## config.mk

```make
export PLATFORM = sky130hd
export DESIGN_NAME = serial_line_assembler
export DESIGN_NICKNAME = d
export VERILOG_FILES = /design/src/sv/sla_pkg.sv /design/src/sv/sla_dp.sv /design/src/sv/sla_ctrl.sv /design/src/sv/serial_line_assembler.sv
export VERILOG_INCLUDE_DIRS = /design/src /design/src/sv
export SDC_FILE = /design/constraint.sdc
export NUM_CORES = 1
export LEC_CHECK = 0
export ABC_CLOCK_PERIOD_IN_PS = 5050
export BUFFER_PORTS_ARGS = -buffer_cell sky130_fd_sc_hd__buf_2
export CAP_MARGIN = 20
export CORE_AREA = 2 2 161 163
export CTS_CLUSTER_DIAMETER = 200
export CTS_CLUSTER_SIZE = 24
export DETAILED_ROUTE_END_ITERATION = 10
export DIE_AREA = 0 0 163 165
export PLACE_DENSITY = 0.63
export SYNTH_ARGS = -nofsm -noshare
export SYNTH_HDL_FRONTEND = slang
export SYNTH_SLANG_ARGS = --single-unit
```

## constraint.sdc

```tcl
create_clock -name clk_i -period 5.05 [get_ports clk_i]
set_input_delay 0.505 -clock clk_i [delete_from_list [all_inputs] [get_ports clk_i]]
set_output_delay 0.505 -clock clk_i [all_outputs]
set_load 0.02 [all_outputs]
```

## src/sv/serial_line_assembler_defines.svh

```systemverilog
// ----------------------------------------------------------------------------
// serial_line_assembler_defines
// Assertion macros used by the serial line assembler RTL.
// ----------------------------------------------------------------------------
`ifndef SERIAL_LINE_ASSEMBLER_DEFINES_SVH
`define SERIAL_LINE_ASSEMBLER_DEFINES_SVH

// Same-cycle implication, checked at every clock edge out of reset
`define SLA_ASSERT_IMP(label, ante, cons) \
  label: assert property (@(posedge clk_i) disable iff (!rst_ni) (ante) |-> (cons)) \
    else $error("serial_line_assembler: same-cycle check failed");

// Next-cycle implication, checked at every clock edge out of reset
`define SLA_ASSERT_NEXT(label, ante, cons) \
  label: assert property (@(posedge clk_i) disable iff (!rst_ni) (ante) |=> (cons)) \
    else $error("serial_line_assembler: next-cycle check failed");

`endif

```

## src/sv/sla_pkg.sv

```systemverilog
// ----------------------------------------------------------------------------
// sla_pkg
// Constants, codes and control/status types of the serial line assembler.
// ----------------------------------------------------------------------------
`timescale 1ns / 1ps

package sla_pkg;

  // Line buffer size in characters, including room for the terminator
  localparam int LINE_BUFFER_SIZE = 32;
  // Characters a line can actually hold
  localparam int STORE_DEPTH      = LINE_BUFFER_SIZE - 1;
  // Fill count holds 0 .. STORE_DEPTH
  localparam int FILL_W           = $clog2(LINE_BUFFER_SIZE);
  // Index into the line store
  localparam int IDX_W            = (STORE_DEPTH > 1) ? $clog2(STORE_DEPTH) : 1;

  // Special characters
  localparam logic [7:0] CH_CR  = 8'h0D;
  localparam logic [7:0] CH_LF  = 8'h0A;
  localparam logic [7:0] CH_BS  = 8'h08;
  localparam logic [7:0] CH_DEL = 8'h7F;

  // Result kinds
  localparam logic KIND_ECHO = 1'b0;
  localparam logic KIND_LINE = 1'b1;

  // Source of the next result item
  typedef enum logic [1:0] {
    SEL_ECHO = 2'd0,
    SEL_LF   = 2'd1,
    SEL_LINE = 2'd2
  } sla_sel_e;

  // Commands from controller to datapath
  typedef struct packed {
    logic     accept;      // take the input item and update line state
    logic     load_out;    // load one result into the output register
    sla_sel_e out_sel;     // which result to load
    logic     out_last;    // result is the last one of this item
    logic     rd_advance;  // step the line readout pointer
  } sla_cmd_t;

  // Status from datapath to controller
  typedef struct packed {
    logic plan_echo;  // echo is enabled for an item accepted now
    logic plan_emit;  // an item accepted now completes a line
    logic byte_cr;    // the held item is CR
    logic emit;       // the held item completed a line
    logic rd_last;    // readout pointer sits on the last line character
    logic out_free;   // output register can take a result this cycle
  } sla_sts_t;

endpackage

```

## src/sv/sla_dp.sv

```systemverilog
// ----------------------------------------------------------------------------
// sla_dp
// Datapath: echo register, line store, fill count, CR flag, line readout
// pointer and output register.
// ----------------------------------------------------------------------------
`timescale 1ns / 1ps

module sla_dp import sla_pkg::*; (
  input  logic             clk_i,
  input  logic             rst_ni,
  input  logic             cfg_we_i,
  input  logic             cfg_wdata_i,
  input  logic [7:0]       rx_byte_i,
  input  logic             out_stall_i,
  input  sla_cmd_t         cmd_i,
  output sla_sts_t         sts_o,
  output logic             out_valid_o,
  output logic             kind_o,
  output logic [7:0]       data_byte_o,
  output logic             run_last_o
);

  logic              echo_q;
  logic [FILL_W-1:0] fill_q, fill_d;
  logic              cr_q;
  logic [7:0]        byte_q;
  logic              byte_cr_q;
  logic              emit_q;
  logic [FILL_W-1:0] len_q;
  logic [FILL_W-1:0] rd_cnt_q, rd_cnt_inc;
  logic [7:0]        rdata_q;
  logic [7:0]        line_mem_q [STORE_DEPTH];
  logic              out_valid_q;
  logic              out_kind_q, out_kind_d;
  logic [7:0]        out_data_q, out_data_d;
  logic              out_last_q;

  logic is_cr, is_lf, is_erase, fill_nz, fill_full, emit_now, do_store;

  // Decode the incoming character against the current line state
  assign is_cr     = (rx_byte_i == CH_CR);
  assign is_lf     = (rx_byte_i == CH_LF);
  assign is_erase  = (rx_byte_i == CH_BS) || (rx_byte_i == CH_DEL);
  assign fill_nz   = (fill_q != '0);
  assign fill_full = (fill_q >= FILL_W'(STORE_DEPTH));
  assign emit_now  = fill_nz && (is_cr || (is_lf && !cr_q));
  assign do_store  = !is_cr && !is_lf && !is_erase && !fill_full;

  // Next fill count: clear on line end or overflow, drop on erase, grow on store
  always_comb begin
    fill_d = fill_q;
    if (emit_now) begin
      fill_d = '0;
    end else if (is_cr || is_lf) begin
      fill_d = fill_q;
    end else if (is_erase) begin
      if (fill_nz) begin
        fill_d = fill_q - FILL_W'(1);
      end
    end else if (!fill_full) begin
      fill_d = fill_q + FILL_W'(1);
    end else begin
      fill_d = '0;
    end
  end

  assign rd_cnt_inc = rd_cnt_q + FILL_W'(1);

  // Select the result to load
  always_comb begin
    case (cmd_i.out_sel)
      SEL_ECHO: begin
        out_kind_d = KIND_ECHO;
        out_data_d = byte_q;
      end
      SEL_LF: begin
        out_kind_d = KIND_ECHO;
        out_data_d = CH_LF;
      end
      SEL_LINE: begin
        out_kind_d = KIND_LINE;
        out_data_d = rdata_q;
      end
      default: begin
        out_kind_d = KIND_ECHO;
        out_data_d = byte_q;
      end
    endcase
  end

  // Control state: echo enable, line state, output valid
  always_ff @(posedge clk_i or negedge rst_ni) begin
    if (!rst_ni) begin
      echo_q      <= 1'b1;
      fill_q      <= '0;
      cr_q        <= 1'b0;
      out_valid_q <= 1'b0;
    end else begin
      if (cfg_we_i) begin
        echo_q <= cfg_wdata_i;
      end
      if (cmd_i.accept) begin
        fill_q <= fill_d;
        cr_q   <= is_cr;
      end
      if (cmd_i.load_out) begin
        out_valid_q <= 1'b1;
      end else if (!out_stall_i) begin
        out_valid_q <= 1'b0;
      end
    end
  end

  // Hold the accepted item and the line length, step the readout pointer
  always_ff @(posedge clk_i) begin
    if (cmd_i.accept) begin
      byte_q    <= rx_byte_i;
      byte_cr_q <= is_cr;
      emit_q    <= emit_now;
      len_q     <= fill_q;
      rd_cnt_q  <= '0;
    end else if (cmd_i.rd_advance) begin
      rd_cnt_q  <= rd_cnt_inc;
    end
    if (cmd_i.load_out) begin
      out_kind_q <= out_kind_d;
      out_data_q <= out_data_d;
      out_last_q <= cmd_i.out_last;
    end
  end

  // Line store: write on append, registered read at the readout pointer
  always_ff @(posedge clk_i) begin
    if (cmd_i.accept && do_store) begin
      line_mem_q[fill_q[IDX_W-1:0]] <= rx_byte_i;
    end
    rdata_q <= line_mem_q[rd_cnt_q[IDX_W-1:0]];
  end

  assign sts_o.plan_echo = echo_q;
  assign sts_o.plan_emit = emit_now;
  assign sts_o.byte_cr   = byte_cr_q;
  assign sts_o.emit      = emit_q;
  assign sts_o.rd_last   = (rd_cnt_inc == len_q);
  assign sts_o.out_free  = !out_valid_q || !out_stall_i;

  assign out_valid_o = out_valid_q;
  assign kind_o      = out_kind_q;
  assign data_byte_o = out_data_q;
  assign run_last_o  = out_last_q;

endmodule

```

## src/sv/sla_ctrl.sv

```systemverilog
// ----------------------------------------------------------------------------
// sla_ctrl
// Controller: sequences the echo results and the line readout of one item.
// ----------------------------------------------------------------------------
`timescale 1ns / 1ps

module sla_ctrl import sla_pkg::*; (
  input  logic     clk_i,
  input  logic     rst_ni,
  input  logic     in_valid_i,
  input  sla_sts_t sts_i,
  output sla_cmd_t cmd_o,
  output logic     idle_o
);

  typedef enum logic [4:0] {
    ST_IDLE     = 5'b00001,
    ST_ECHO     = 5'b00010,
    ST_ECHO_LF  = 5'b00100,
    ST_LINE_RD  = 5'b01000,
    ST_LINE_OUT = 5'b10000
  } sla_state_e;

  sla_state_e state_q, state_d;

  // Next state and commands
  always_comb begin
    state_d = state_q;
    cmd_o   = '0;
    case (state_q)
      ST_IDLE: begin
        if (in_valid_i) begin
          cmd_o.accept = 1'b1;
          if (sts_i.plan_echo) begin
            state_d = ST_ECHO;
          end else if (sts_i.plan_emit) begin
            state_d = ST_LINE_RD;
          end
        end
      end
      ST_ECHO: begin
        if (sts_i.out_free) begin
          cmd_o.load_out = 1'b1;
          cmd_o.out_sel  = SEL_ECHO;
          cmd_o.out_last = !sts_i.byte_cr && !sts_i.emit;
          if (sts_i.byte_cr) begin
            state_d = ST_ECHO_LF;
          end else if (sts_i.emit) begin
            state_d = ST_LINE_RD;
          end else begin
            state_d = ST_IDLE;
          end
        end
      end
      ST_ECHO_LF: begin
        if (sts_i.out_free) begin
          cmd_o.load_out = 1'b1;
          cmd_o.out_sel  = SEL_LF;
          cmd_o.out_last = !sts_i.emit;
          state_d        = sts_i.emit ? ST_LINE_RD : ST_IDLE;
        end
      end
      ST_LINE_RD: begin
        // wait for the registered store read
        state_d = ST_LINE_OUT;
      end
      ST_LINE_OUT: begin
        if (sts_i.out_free) begin
          cmd_o.load_out   = 1'b1;
          cmd_o.out_sel    = SEL_LINE;
          cmd_o.out_last   = sts_i.rd_last;
          cmd_o.rd_advance = 1'b1;
          state_d          = sts_i.rd_last ? ST_IDLE : ST_LINE_RD;
        end
      end
      default: begin
        state_d = ST_IDLE;
      end
    endcase
  end

  // State register
  always_ff @(posedge clk_i or negedge rst_ni) begin
    if (!rst_ni) begin
      state_q <= ST_IDLE;
    end else begin
      state_q <= state_d;
    end
  end

  assign idle_o = (state_q == ST_IDLE);

endmodule

```

## src/sv/serial_line_assembler.sv

```systemverilog
// ----------------------------------------------------------------------------
// serial_line_assembler
// Line editor for a received serial byte stream with optional echo.
// ----------------------------------------------------------------------------
// One item is processed at a time. An accepted item yields its echo results
// (the byte, plus LF after a CR) when echo is on and, if it completes a line,
// the characters of that line; each line character is first read from the
// line store, a memory with a registered read port, and then loaded into the
// output register. A result is loaded only while the output register is free.
// The output register lets the next item be accepted while the last result of
// the previous one still waits.
`timescale 1ns / 1ps
`include "serial_line_assembler_defines.svh"

module serial_line_assembler import sla_pkg::*; (
  input  logic       clk_i,
  input  logic       rst_ni,
  input  logic       cfg_we_i,
  input  logic       cfg_wdata_i,
  input  logic       in_valid_i,
  output logic       in_stall_o,
  input  logic [7:0] rx_byte_i,
  output logic       out_valid_o,
  input  logic       out_stall_i,
  output logic       kind_o,
  output logic [7:0] data_byte_o,
  output logic       run_last_o
);

  sla_cmd_t cmd;
  sla_sts_t sts;
  logic     idle;

  // Sequence results of one item
  sla_ctrl u_ctrl (
    .clk_i      (clk_i),
    .rst_ni     (rst_ni),
    .in_valid_i (in_valid_i),
    .sts_i      (sts),
    .cmd_o      (cmd),
    .idle_o     (idle)
  );

  // Line state, store and output register
  sla_dp u_dp (
    .clk_i       (clk_i),
    .rst_ni      (rst_ni),
    .cfg_we_i    (cfg_we_i),
    .cfg_wdata_i (cfg_wdata_i),
    .rx_byte_i   (rx_byte_i),
    .out_stall_i (out_stall_i),
    .cmd_i       (cmd),
    .sts_o       (sts),
    .out_valid_o (out_valid_o),
    .kind_o      (kind_o),
    .data_byte_o (data_byte_o),
    .run_last_o  (run_last_o)
  );

  assign in_stall_o = !idle;

  // An item with results keeps the input stalled while they are produced
  `SLA_ASSERT_NEXT(a_busy_after_accept, cmd.accept && (sts.plan_echo || sts.plan_emit), in_stall_o)
  // The last result of an item frees the input in the next cycle
  `SLA_ASSERT_NEXT(a_idle_after_last, cmd.load_out && cmd.out_last, !in_stall_o)
  // Never overwrite a result that is still waiting
  `SLA_ASSERT_IMP(a_load_when_free, cmd.load_out, sts.out_free)

endmodule
```

### Word level (Yosys, flattened, before mapping)

Memory sizes are Yosys's and may differ from the RTL's. A register that Yosys moved wholly into a read port is not among the register bits.
Cells that the tools add are included.

| cells by class | value |
|---|---|
| equal/unequal tests | 20 |
| $add $sub $neg | 3 |
| multiplexer cells | 28 |
| reduce and logical (&&, ||, !) cells | 24 |
| order comparisons | 1 |

Operator list:

| cell | number |
|---|---|
| 5-bit 2-to-1 mux | 13 |
| 5-bit one-hot mux with 5 select lines | 1 |
| 8-bit by 4-bit equality test with 1-bit output, second input constant | 3 |
| 4-bit 2-to-1 mux | 4 |
| 8-bit one-hot mux with 2 select lines | 1 |
| 4-bit one-hot mux with 3 select lines | 1 |
| 5-bit by 1-bit adder with 5-bit output, second input constant | 2 |
| 1-bit zero test | 10 |
| 8-bit by 7-bit equality test with 1-bit output, second input constant | 1 |
| 1-bit 2-to-1 mux | 8 |
| 2-bit inequality test, second input constant | 4 |
| 1-bit logical AND | 7 |
| 5-bit by 1-bit equality test with 1-bit output, second input constant | 1 |
| 5-bit by 2-bit equality test with 1-bit output, second input constant | 1 |
| 5-bit by 3-bit equality test with 1-bit output, second input constant | 1 |
| 5-bit by 4-bit equality test with 1-bit output, second input constant | 1 |
| 5-bit equality test | 1 |
| 5-bit equality test, second input constant | 1 |
| 5-bit greater-or-equal comparator, second input constant | 1 |
| 5-bit AND reduction | 1 |
| 5-bit nonzero test | 1 |
| 5-bit by 1-bit subtractor with 5-bit output, second input constant | 1 |
| 1-bit logical OR | 4 |
| 2-bit by 1-bit inequality test with 1-bit output, second input constant | 2 |
| 5 further kinds | 5 |

| storage, ports and cells | value |
|---|---|
| memory bits (writable) | 248 |
| memories | 1 |
| register bits after elaboration | 43 |

Memories:

| name | words | width | rd ports | clocked after memory_dff | wr ports | RTL line | RTL |
|---|---|---|---|---|---|---|---|
| u_dp.line_mem_q | 31 | 8 | 1 | 1 | 1 | sla_dp.sv:32 | `logic [7:0] line_mem_q [STORE_DEPTH];` |

### Logic depth before layout (Yosys ltp)

| logic depth | value |
|---|---|
| word-level depth | 8 |
| mapped depth | 9 |
| mapped depth without buffers | 7 |

### Cells and area by module

Synthesis repeated with hierarchy kept, for this count alone.

| unflattened totals | value |
|---|---|
| cell total of the unflattened synthesis | 643 |
| area total of the unflattened synthesis | 12131.6 um^2 |

By module, submodules not included:

| module | sequential area each (um^2) | instances | area each (um^2) | cells an instance |
|---|---|---|---|---|
| sla_dp | 8659.6 | 1 | 11661.2 | 589 |
| sla_ctrl | 126.4 | 1 | 466.7 | 53 |
| serial_line_assembler | 0.0 | 1 | 3.8 | 1 |

### Least setup slack after synthesis

OpenSTA, ideal clock, no wires.

| path | value |
|---|---|
| path type | register to register |
| from | register u_dp.fill_q[0] |
| to | memory u_dp.line_mem_q[10][0] (enable) |
| stages on the path, launching flop included | 7 |
| path slack | 2.474 ns |
| clock period less this slack | 2.576 ns |
| data required time | 4.680 ns |
| arrival time | 2.205 ns |
| buffers on the path | 0 |
| path through | dfrtp_1 -> ha_1 -> and3_1 -> ha_1 -> a31oi_1 -> nand4_1 -> nor2_1 |

| on the way | value |
|---|---|
| cells in the longest elaborated chain, start to end | 6 |

Ends and longest elaborated chain:

| what | RTL line | RTL |
|---|---|---|
| start, declared | sla_dp.sv:24 | `logic [FILL_W-1:0] fill_q, fill_d;` |
| start signal, assigned | sla_dp.sv:103 | `fill_q <= fill_d;` |
| 5-bit greater-or-equal comparator | sla_dp.sv:45 | `assign fill_full = (fill_q >= FILL_W'(STORE_DEPTH));` |
| 1-bit zero test | sla_dp.sv:47 | `assign do_store = !is_cr && !is_lf && !is_erase && !fill_full;` |
| 1-bit logical AND | sla_dp.sv:47 |  |
| 1-bit logical AND | sla_dp.sv:134 | `if (cmd_i.accept && do_store) begin` |
| 1-bit 2-to-1 mux | sla_dp.sv:134 |  |
| 1-bit 2-to-1 mux (implied by the code) | sla_dp.sv:135 | `line_mem_q[fill_q[IDX_W-1:0]] <= rx_byte_i;` |
| end, declared | sla_dp.sv:32 |  |

Parallel ways exist; a longest one is shown, timed or not.

### Final worst setup path

| path | value |
|---|---|
| from | register u_dp.fill_q[0] |
| to | memory u_dp.line_mem_q[0][5] (enable) |

The elaborated chain is that of the path after synthesis.

==> run_results.csv <==
group,metric,value,unit
outcome,status,"finished, final reports clean",
cts,clock_tree_root,"sky130_fd_sc_hd__clkbuf_16",
sta,fmax,275.2,MHz
cts,clock_tree.buffer_depth,3,
sta,timing.final.crit_share,0.7196,
setup_path,path_cells,"ha_1 -> and3_1 -> ha_1 -> a31oi_1 -> nand4_1 -> nor2_1",
job,timing.max_cap.violations,0,
setup_path,worst_r2r_end,"u_dp.line_mem_q[0][5]",
synthesis,synthesized_instance_count,655,
cts,clk_pin_slew,0.10,ns
setup_path,crit_family,"simple AND/OR/NAND/NOR gates",
cts,post_cts_resize_count,0,
drt,first_pass_iters,5,
cts,worstSkewPairLatency,0.51,ns
cts,cts_max_level,1,
synthesis,asyncSetResetFlopFracSynth,0.04348,
floorplan,design.portCount,26,
synthesis,synth.lib_cells_used.distinct,59,
floorplan,placeableCoreArea,25040,µm²
synthesis,dominantRegCellSynth,"sky130_fd_sc_hd__edfxtp_1",
drt,wirelength,26130,µm
sta,skew,0.02046,ns
hold_path,min-delay-start,"cfg_wdata_i",
sta,min_period,3.634,ns
setup_path,critical_path.most_common_cell,"sky130_fd_sc_hd__ha_1",
final_layout,design.final.nets,696,
synthesis,postSynthNetCount,678,
sta,setup-violations-final,0,
floorplan,initial_utilization,0.4861,
sta,tightest_slew,0.9918,ns
setup_path,cp_slowest_cell,"sky130_fd_sc_hd__nand4_1",
grt,antenna_found_initial,1,
floorplan,floorplan.die_area,26900,µm²
setup_path,r2r_setup_slack,1.42,ns
synthesis,ys_seq_area_frac,0.7220,
synthesis,ys_ff_latch,299,
placed_design,buffer_ports.inserted,25,
drt,detailedRoute.firstIterationViolations,900,
floorplan,chipWidth,163,µm
cts,cts_tree,"yes",
placed_design,place_hpwl,16880,µm
setup_path,cp.buffers_inverters,0,
final_layout,antennaDiodeCount,0,
sta,slew_headroom,0.3379,
sta,setup_total_negative_slack,0,ns
setup_path,cp_data_arrival_time,3.77,ns
synthesis,synth_area,12170,µm²
final_layout,layout-area-overhead-vs-synth,7.639,%
sta,rsz0062_at_grt,"false",
final_layout,drive_gt1_frac,0.2123,
grt,grt_pass1_wl,39600,µm
setup_path,crit_path_end_kind,"register",
grt,grt.overflow.total,0,
cts,ctsHoldBuffers,1,
drt,via_per_inst,6.068,
setup_path,critical_path_startpoint_category,"register",
cts,post-cts-setup-buffers,0,
setup_path,r2r_worst_path_depth,6,
grt,grt_usage,0.2019,
floorplan,rows,58,
final_layout,utilization,0.5232,
hold_path,min_path_type,"input port to register",
hold_path,hold_end,"u_dp.echo_q",
power_and_ir_drop,power.density_cell_area,385.7,nW/µm²
drt,post_drt_wl_per_cell,25.79,µm
setup_path,timing.setup.critical_path_class,"register to register",
setup_path,reg_to_reg_critical_path_startpoint,"u_dp.fill_q[0]",
setup_path,crit_required,5.19,ns
grt,grt_max_degree,46,
grt,first_global_vias,6179,
placed_design,gp_routability_congestion,0.8935,
power_and_ir_drop,total_leakage_power,0.003983,µW
setup_path,max_stage_delay,0.79,ns
drt,num_vias,6147,
setup_path,worst-path-max-fanout,8,
cts,numClockSinks,299,
drt,postRouteAntennaNets,0,
sta,max_slew_violation_count,0,
synthesis,yosys_warnings,0,
power_and_ir_drop,max-vdd-ir-drop,248.7,µV
cts,cts_buffers,16,
sta,final_hold_viol_count,0,
synthesis,count_of_flip_flops_with_a_built_in_enable_after_synthesis,273,
floorplan,height_of_the_chip,165,µm
hold_path,hold_depth,2,
drt,drcViolationCount,0,
synthesis,synth.avg_cell_area,18.58,µm²
## power by group
group | switching (µW) | internal, µW
Clock | 744 | 613
Sequential | 135 | 2890
Combinational | 416 | 256
Total | 1300 | 3760
## worst reg2reg max path: cells and delay by family, from the launching register on
family                     cells  cell delay (ns)
adders and majority gates      2             0.50
and+or+nand+nor                3             1.78
AOI/OAI and AO/OA              1             0.54
DFF                            1             0.44
## flip-flops by register name, summed over array words and instances, names as in the netlist, 5 cells and up
register and count:
u_ctrl.state_q 5, u_dp.byte_q 8, u_dp.data_byte_o 8, u_dp.fill_q 5, u_dp.len_q 5, u_dp.line_mem_q 248, u_dp.rd_cnt_q 5, u_dp.rdata_q 8
## synth_stat cells, types with 3 or more instances
cell type | count | share of area
sky130_fd_sc_hd__or3_1 | 5 | 0.0026
sky130_fd_sc_hd__and3_1 | 3 | 0.0015
sky130_fd_sc_hd__buf_2 | 6 | 0.0025
sky130_fd_sc_hd__a22o_1 | 6 | 0.0043
sky130_fd_sc_hd__a31oi_1 | 3 | 0.0015
sky130_fd_sc_hd__mux2i_1 | 8 | 0.0066
sky130_fd_sc_hd__nor2_1 | 45 | 0.014
sky130_fd_sc_hd__nand4_1 | 5 | 0.0026
sky130_fd_sc_hd__clkbuf_1 | 25 | 0.0077
sky130_fd_sc_hd__nand2_1 | 26 | 0.0080
sky130_fd_sc_hd__nor3_1 | 10 | 0.0041
sky130_fd_sc_hd__o32a_1 | 3 | 0.0025
sky130_fd_sc_hd__o21ai_1 | 11 | 0.0045
sky130_fd_sc_hd__o21ai_0 | 10 | 0.0041
sky130_fd_sc_hd__xor2_1 | 7 | 0.0050
sky130_fd_sc_hd__nor4_1 | 3 | 0.0015
sky130_fd_sc_hd__ha_1 | 9 | 0.0093
sky130_fd_sc_hd__mux4_2 | 72 | 0.13
sky130_fd_sc_hd__nor2b_1 | 4 | 0.0021
sky130_fd_sc_hd__edfxtp_1 | 273 | 0.67
sky130_fd_sc_hd__o31ai_1 | 3 | 0.0019
sky130_fd_sc_hd__dfrtp_1 | 11 | 0.023
sky130_fd_sc_hd__a21oi_1 | 9 | 0.0037
sky130_fd_sc_hd__mux2_2 | 10 | 0.0093
sky130_fd_sc_hd__inv_1 | 10 | 0.0031
sky130_fd_sc_hd__nand3b_1 | 7 | 0.0043
sky130_fd_sc_hd__a211oi_1 | 3 | 0.0019
sky130_fd_sc_hd__xnor2_1 | 5 | 0.0036
sky130_fd_sc_hd__nand2b_1 | 4 | 0.0021
sky130_fd_sc_hd__o211ai_1 | 4 | 0.0025
sky130_fd_sc_hd__buf_6 | 3 | 0.0028
sky130_fd_sc_hd__dfxtp_1 | 13 | 0.021
sky130_fd_sc_hd__nand3_1 | 4 | 0.0016
## cell type report
type,count,area (µm²)
Multi-Input combinational cell,308,3169
Clock buffer,26,437.9
Clock inverter,2,32.53
Tap cell,330,412.9
Inverter,12,45.04
Fill cell,1978,11940
Sequential cell,299,8791
Timing Repair Buffer,36,210.2
## cell usage in the layout, fill, tap and decap left out, types with 6 or more instances in the layout
master / Yosys / routed
sky130_fd_sc_hd__buf_2: 6 / 25
sky130_fd_sc_hd__a22o_1: 6 / 6
sky130_fd_sc_hd__buf_4: 1 / 10
sky130_fd_sc_hd__edfxtp_1: 273 / 273
sky130_fd_sc_hd__a21oi_1: 9 / 9
sky130_fd_sc_hd__ha_1: 9 / 9
sky130_fd_sc_hd__dfrtp_1: 11 / 11
sky130_fd_sc_hd__mux2i_1: 8 / 8
sky130_fd_sc_hd__inv_1: 10 / 10
sky130_fd_sc_hd__xor2_1: 7 / 7
sky130_fd_sc_hd__clkbuf_1: 25 / 10
sky130_fd_sc_hd__nor3_1: 10 / 10
sky130_fd_sc_hd__o21ai_0: 10 / 10
sky130_fd_sc_hd__nand3b_1: 7 / 7
sky130_fd_sc_hd__mux2_2: 10 / 10
sky130_fd_sc_hd__nor2_1: 45 / 45
sky130_fd_sc_hd__o21ai_1: 11 / 11
sky130_fd_sc_hd__mux4_2: 72 / 72
sky130_fd_sc_hd__nand2_1: 26 / 26
sky130_fd_sc_hd__dfxtp_1: 13 / 11
sky130_fd_sc_hd__clkbuf_16: 0 / 16
## worst max-delay path by stage
stage / from / depth (start not counted) / to / slack, ns
after floorplan: u_dp.fill_q[0] / 6 / u_dp.line_mem_q[10][0] / 2.47
after global placement: rx_byte_i[0] / 6 / u_dp.line_mem_q[26][2] / 1.32
after detailed placement: rx_byte_i[6] / 6 / u_dp.line_mem_q[20][4] / 1.22
after CTS: u_dp.fill_q[0] / 6 / u_dp.line_mem_q[20][4] / 1.43
after global routing: u_ctrl.state_q[1] / 5 / u_dp.line_mem_q[17][4] / 1.25
final: u_dp.fill_q[0] / 6 / u_dp.line_mem_q[0][5] / 1.42
## routing by layer
layer	GRT usage	wire (µm)
met1	0.2918	11110
met2	0.3317	12650
met3	0.02562	1755
met4	0.04867	610
met5	0	0
## stage by stage
stage	power, µW	cells	area [µm²]	worst slack, ns	hold slack (ns)
floorplan	3490	655	12170	2.474	0.2094
global placement	3728	984	12620	1.323	0.4135
detailed placement	3746	984	12620	1.225	0.4162
CTS	5080	1013	13100	1.433	0.2258
global route	5253	1013	13100	1.248	0.2335
finish	5052	1013	13100	1.416	0.2408
## cells by family (layout without fill, tap and decap cells)
family,Yosys count,after routing,synth area share
flip-flops,299,299,0.7220
AND/OR/NAND/NOR,131,131,0.05470
multiplexers,91,91,0.1500
AO/OA/AOI/OAI,65,65,0.03784
buffers and inverters,48,76,0.01758
XOR/XNOR,12,12,0.008637
adder cells (fa/ha/maj),9,9,0.009254
Note: power is estimated with default switching activity, not from simulation.
